### config.mk
export PLATFORM = sky130hd
export DESIGN_NAME = qpwu_div
export DESIGN_NICKNAME = d
export VERILOG_FILES = /design/src/hw/rtl/qpwu_pkg.sv /design/src/hw/rtl/qpwu_div.sv
export SDC_FILE = /design/constraint.sdc
export NUM_CORES = 1
export LEC_CHECK = 0
export BUFFER_PORTS_ARGS = -buffer_cell sky130_fd_sc_hd__buf_2
export CAP_MARGIN = 40
export CORE_MARGIN = 1.5
export CORE_UTILIZATION = 60
export DETAILED_ROUTE_END_ITERATION = 12
export PLACE_DENSITY = 0.89
export SYNTH_ARGS = -nofsm -noshare
export SYNTH_HDL_FRONTEND = slang
export SYNTH_SLANG_ARGS = --single-unit
### constraint.sdc
create_clock -name clk -period 27.2 [get_ports clk]
set_input_delay 2.72 -clock clk [delete_from_list [all_inputs] [get_ports clk]]
set_output_delay 2.72 -clock clk [all_outputs]
set_load 0.01 [all_outputs]
### src/hw/rtl/qpwu_pkg.sv
// ----------------------------------------------------------------------------
// qpwu_pkg
// Shared types, constants and helpers of the quickprop weight update core.
// ----------------------------------------------------------------------------
`timescale 1ns / 1ps

package qpwu_pkg;

  localparam int CONNECTIONS = 1024;
  localparam int CONN_AW     = $clog2(CONNECTIONS);
  localparam int FRAC_BITS   = 16;
  localparam int META_W      = 96;

  localparam logic signed [63:0] MAX32 = 64'sh0000_0000_7FFF_FFFF;
  localparam logic signed [63:0] MIN32 = -64'sh0000_0000_8000_0000;

  typedef enum logic [1:0] {
    OP_WRITE  = 2'd0,
    OP_ACCUM  = 2'd1,
    OP_UPDATE = 2'd2,
    OP_NONE   = 2'd3
  } op_t;

  typedef enum logic [2:0] {
    REG_STEP_RATE  = 3'd0,
    REG_DECAY_RATE = 3'd1,
    REG_MAX_GROWTH = 3'd2,
    REG_SHRINK     = 3'd3,
    REG_LIMIT      = 3'd4,
    REG_LIMIT_EN   = 3'd5,
    REG_RESTART    = 3'd6,
    REG_UNUSED     = 3'd7
  } reg_idx_t;

  function automatic logic signed [31:0] sat32(input logic signed [63:0] x);
    logic signed [31:0] r;
    if (x > MAX32) begin
      r = 32'sh7FFF_FFFF;
    end else if (x < MIN32) begin
      r = 32'sh8000_0000;
    end else begin
      r = x[31:0];
    end
    return r;
  endfunction

endpackage

### src/hw/rtl/qpwu_div.sv
// ----------------------------------------------------------------------------
// qpwu_div
// Signed 64 by 33 bit divider, one quotient bit per cycle, quotient truncated
// toward zero and saturated to 32 bits. Divisor must be nonzero.
// ----------------------------------------------------------------------------
`timescale 1ns / 1ps

module qpwu_div
  import qpwu_pkg::*;
(
  input  logic               clk,
  input  logic               rst,
  input  logic               go,
  input  logic signed [63:0] num,
  input  logic signed [32:0] den,
  output logic               done,
  output logic signed [31:0] quot
);

  typedef enum logic [2:0] {
    D_IDLE  = 3'b001,
    D_CHECK = 3'b010,
    D_RUN   = 3'b100
  } div_state_t;

  div_state_t state;
  logic        sign;
  logic [62:0] mag_n;
  logic [32:0] mag_d;
  logic [32:0] rem;
  logic [30:0] low;
  logic [30:0] q;
  logic [4:0]  cnt;

  logic [63:0] num_abs;
  logic [32:0] den_abs;
  logic [33:0] trial;
  logic        qbit;
  logic [32:0] rem_next;
  logic [30:0] q_next;

  always_comb begin
    num_abs  = num[63] ? 64'(-num) : 64'(num);
    den_abs  = den[32] ? 33'(-den) : 33'(den);
    trial    = {rem, low[30]};
    qbit     = trial >= {1'b0, mag_d};
    rem_next = qbit ? 33'(trial - {1'b0, mag_d}) : trial[32:0];
    q_next   = {q[29:0], qbit};
  end

  always_ff @(posedge clk) begin
    if (rst) begin
      state <= D_IDLE;
      done  <= 1'b0;
    end else begin
      done <= 1'b0;
      unique case (state)
        D_IDLE: begin
          if (go) begin
            sign  <= num[63] ^ den[32];
            mag_n <= num_abs[62:0];
            mag_d <= den_abs;
            state <= D_CHECK;
          end
        end
        D_CHECK: begin
          if ({1'b0, mag_n[62:31]} >= mag_d) begin
            quot  <= sign ? 32'sh8000_0000 : 32'sh7FFF_FFFF;
            done  <= 1'b1;
            state <= D_IDLE;
          end else begin
            rem   <= {1'b0, mag_n[62:31]};
            low   <= mag_n[30:0];
            q     <= '0;
            cnt   <= '0;
            state <= D_RUN;
          end
        end
        D_RUN: begin
          rem <= rem_next;
          low <= {low[29:0], 1'b0};
          q   <= q_next;
          cnt <= cnt + 5'd1;
          if (cnt == 5'd30) begin
            quot  <= sign ? 32'(-$signed({1'b0, q_next})) : $signed({1'b0, q_next});
            done  <= 1'b1;
            state <= D_IDLE;
          end
        end
        default: state <= D_IDLE;
      endcase
    end
  end

endmodule

==> reports/qor.yml <==
grt_pass1_wl_um: 55780
antenna_found_initial: 1
slew_headroom_pct: 39.25
holdWs_ns: 0.5151
drt_iter0_markers: 1085
yosys_warnings: 0
gr-total-overflow: 0
crit_path_start_kind: "flip-flop"
final_hold_viol_count: 0
cts_root_buf: "clkbuf_16"
peakVddDrop_mv: 0.04907
fin_skew_ns: 0.01096
seq_area_um2: 6927
fillers: 1752
timing.max_cap.violations: 0
hold_class: "flip-flop to flip-flop"
async_reset_ff_share_pct: 0
dp_hpwl_um: 24740
fin_nets: 1679
syn_to_final_growth_pct: 12.58
cts_tree: "done"
synth_cell_types: 75
syn_nets: 1576
final_common_cell: "edfxtp_1"
worstPathArrival_ns: 5.98
crit_path_end_kind: "flip-flop"
grt_use_total_pct: 28.83
num_vias: 11500
reg2reg_depth: 18
syn_inst: 1405
start_util_pct: 60.74
die_h_um: 156.7
postRouteAntennaNets: 0
finalCriticalPeriod_ns: 5.700
grt_max_degree: 86
ctsHoldBuffers: 0
power-per-cell-area_nw_per_um2: 52.80
dr.pass1.iters: 6
r2r-end: "quot[30]"
finalCritPeriodShare_pct: 20.96
cts_resized: 0
avgRoutedWirePerCell_um: 18.86
setup_viol: 0
rrSetupSlack_ns: 21.50
p_leak_nw: 5.972
criticalPathCategory: "flip-flop to flip-flop"
io_pins: 133
min_path_cells: 2
ys_ff_latch: 232
drive_above_1_share_pct: 14.57
whs_endpoint: "low[6]"
final_cell_mix: "edfxtp_1 (228), nand2_1 (211), buf_2 (132)"
r2r-start: "mag_d[4]"
drt-total-wl_um: 34800
dieArea_um2: 24550
clk_latency_ns: 0.54
synth_area_per_cell_um2: 10.09
final_max_slew_viol_count: 0
path_clk_slew_ns: 0.06
rsz0062_at_grt: "false"
cp.required_ns: 27.48
yosysSeqAreaShare_pct: 48.88
die_x_um: 156.7
min_from: "low[5]"
core-area_um2: 23330
netlist_area_um2: 14170
clock-sinks: 232
post_cts_buffers: 0
synth_edf_count: 228
grt_pass1_vias: 10860
outcome: "finished clean"
cts_max_path_buffers: 3
cts_inserted_buffers: 25
route.detailed.drc: 0
post_drt_via_cell_ratio: 6.234
port_buffers: 132
cts_max_level: 1
cp_max_fo: 9
multi_input_area_um2: 6797
max_slew.worst_pin.slew_ns: 0.9037
fmax_mhz: 175.4
rows: 56
finalSetupTns_ns: 0
synth_top_flop_cell: "edfxtp_1"
place_congestion: 0.9523
==> layout make-up <==
class	instances	area share [%]
inverter	59	1.388
tap	319	2.502
multi-input combinational	1046	42.60
sequential	232	43.42
clock buffer	28	3.992
timing repair buffer	144	5.207
antenna	2	0.03137
clock inverter	15	0.8627
==> power breakdown <==
part,internal (mW),switching (mW)
logic,0.0406,0.0623
registers,0.406,0.00470
clock network,0.187,0.141
total,0.634,0.208
==> flip-flops by register name (all words and copies together), names as in the netlist <==
register  count
q            30
cnt           5
sign          1
rem          33
low          31
quot         32
done          1
state         3
mag_n        63
mag_d        33
==> critical path, cell delays in order (launching register included) <==
cell and delay (ns):
edfxtp_1 0.40, inv_1 0.11, ha_1 0.30, a21o_1 0.19
a21oi_1 0.24, a21boi_0 0.17, o211ai_1 0.44, nand3_1 0.41
and2_1 0.28, inv_1 0.07, ha_1 0.17, or3b_2 0.51
nor4_2 0.81, nand2_1 0.23, nor3_2 0.43, nand2_1 0.13
nor3_1 0.23, mux2i_1 0.22, o22ai_1 0.09
==> worst max-delay path by stage <==
| stage | start | to | slack (ns) | depth (start not counted) |
|---|---|---|---|---|
| floorplan | rst | cnt[0] | 16.42 | 2 |
| global placement | num[19] | mag_n[62] | 21.59 | 9 |
| detailed placement | num[9] | mag_n[55] | 21.46 | 9 |
| CTS | low[30] | quot[30] | 21.68 | 19 |
| global route | low[30] | quot[30] | 21.09 | 19 |
| finish | mag_d[4] | quot[30] | 21.50 | 18 |
==> synth_stat cells (8+ instances only) <==
library cell	number	area [um2]
or4_1	18	135.1
o21ai_0	63	315.3
o31ai_1	21	157.7
or2_2	11	68.82
or3_1	18	112.6
ha_1	70	875.8
xnor2_1	106	928.4
and2_1	28	175.2
nand2b_1	13	81.33
nor2_1	102	382.9
clkbuf_1	57	214.0
a31oi_1	31	193.9
o21ai_1	8	40.04
nor4_1	12	75.07
edfxtp_1	228	6847
o22ai_1	11	68.82
nand4_1	20	125.1
nand3_1	35	175.2
o211ai_1	11	82.58
nand2_1	211	792.0
nor3_1	26	130.1
a21oi_1	66	330.3
o41ai_1	15	131.4
a21o_1	25	187.7
xor2_1	11	96.34
buf_1	11	41.29
inv_1	59	221.5
mux2i_1	8	80.08
==> logic make-up after synthesis <==
| family | after synthesis | synth area share [%] |
|---|---|---|
| and+or+nand+nor | 532 | 18.67 |
| AOI/OAI and AO/OA | 317 | 14.89 |
| DFF | 232 | 48.88 |
| buffers and inverters | 127 | 3.364 |
| xor gates and xnor gates | 117 | 7.231 |
| adders and majority gates | 71 | 6.322 |
| muxes | 9 | 0.6446 |
==> metal layers <==
metal | routed length [um] | GRT usage, %
met5 | 17 | 0
met4 | 1113 | 11.07
met3 | 2788 | 3.711
met2 | 16780 | 48.44
met1 | 14110 | 38.20
==> stage by stage <==
stage	util (%)	std cells	power, mW	worst slack, ns	cell area, um2
6_report	68.38	1845	0.8424	21.50	15950
2_1_floorplan	-	1405	0.4840	16.42	14170
5_1_grt	68.36	1843	0.8680	21.09	15950
3_3_place_gp	64.56	1796	0.5135	21.59	15060
3_5_place_dp	65.04	1800	0.5183	21.46	15170
4_1_cts	68.36	1843	0.8445	21.68	15950
(Power assumes the default switching activity.)
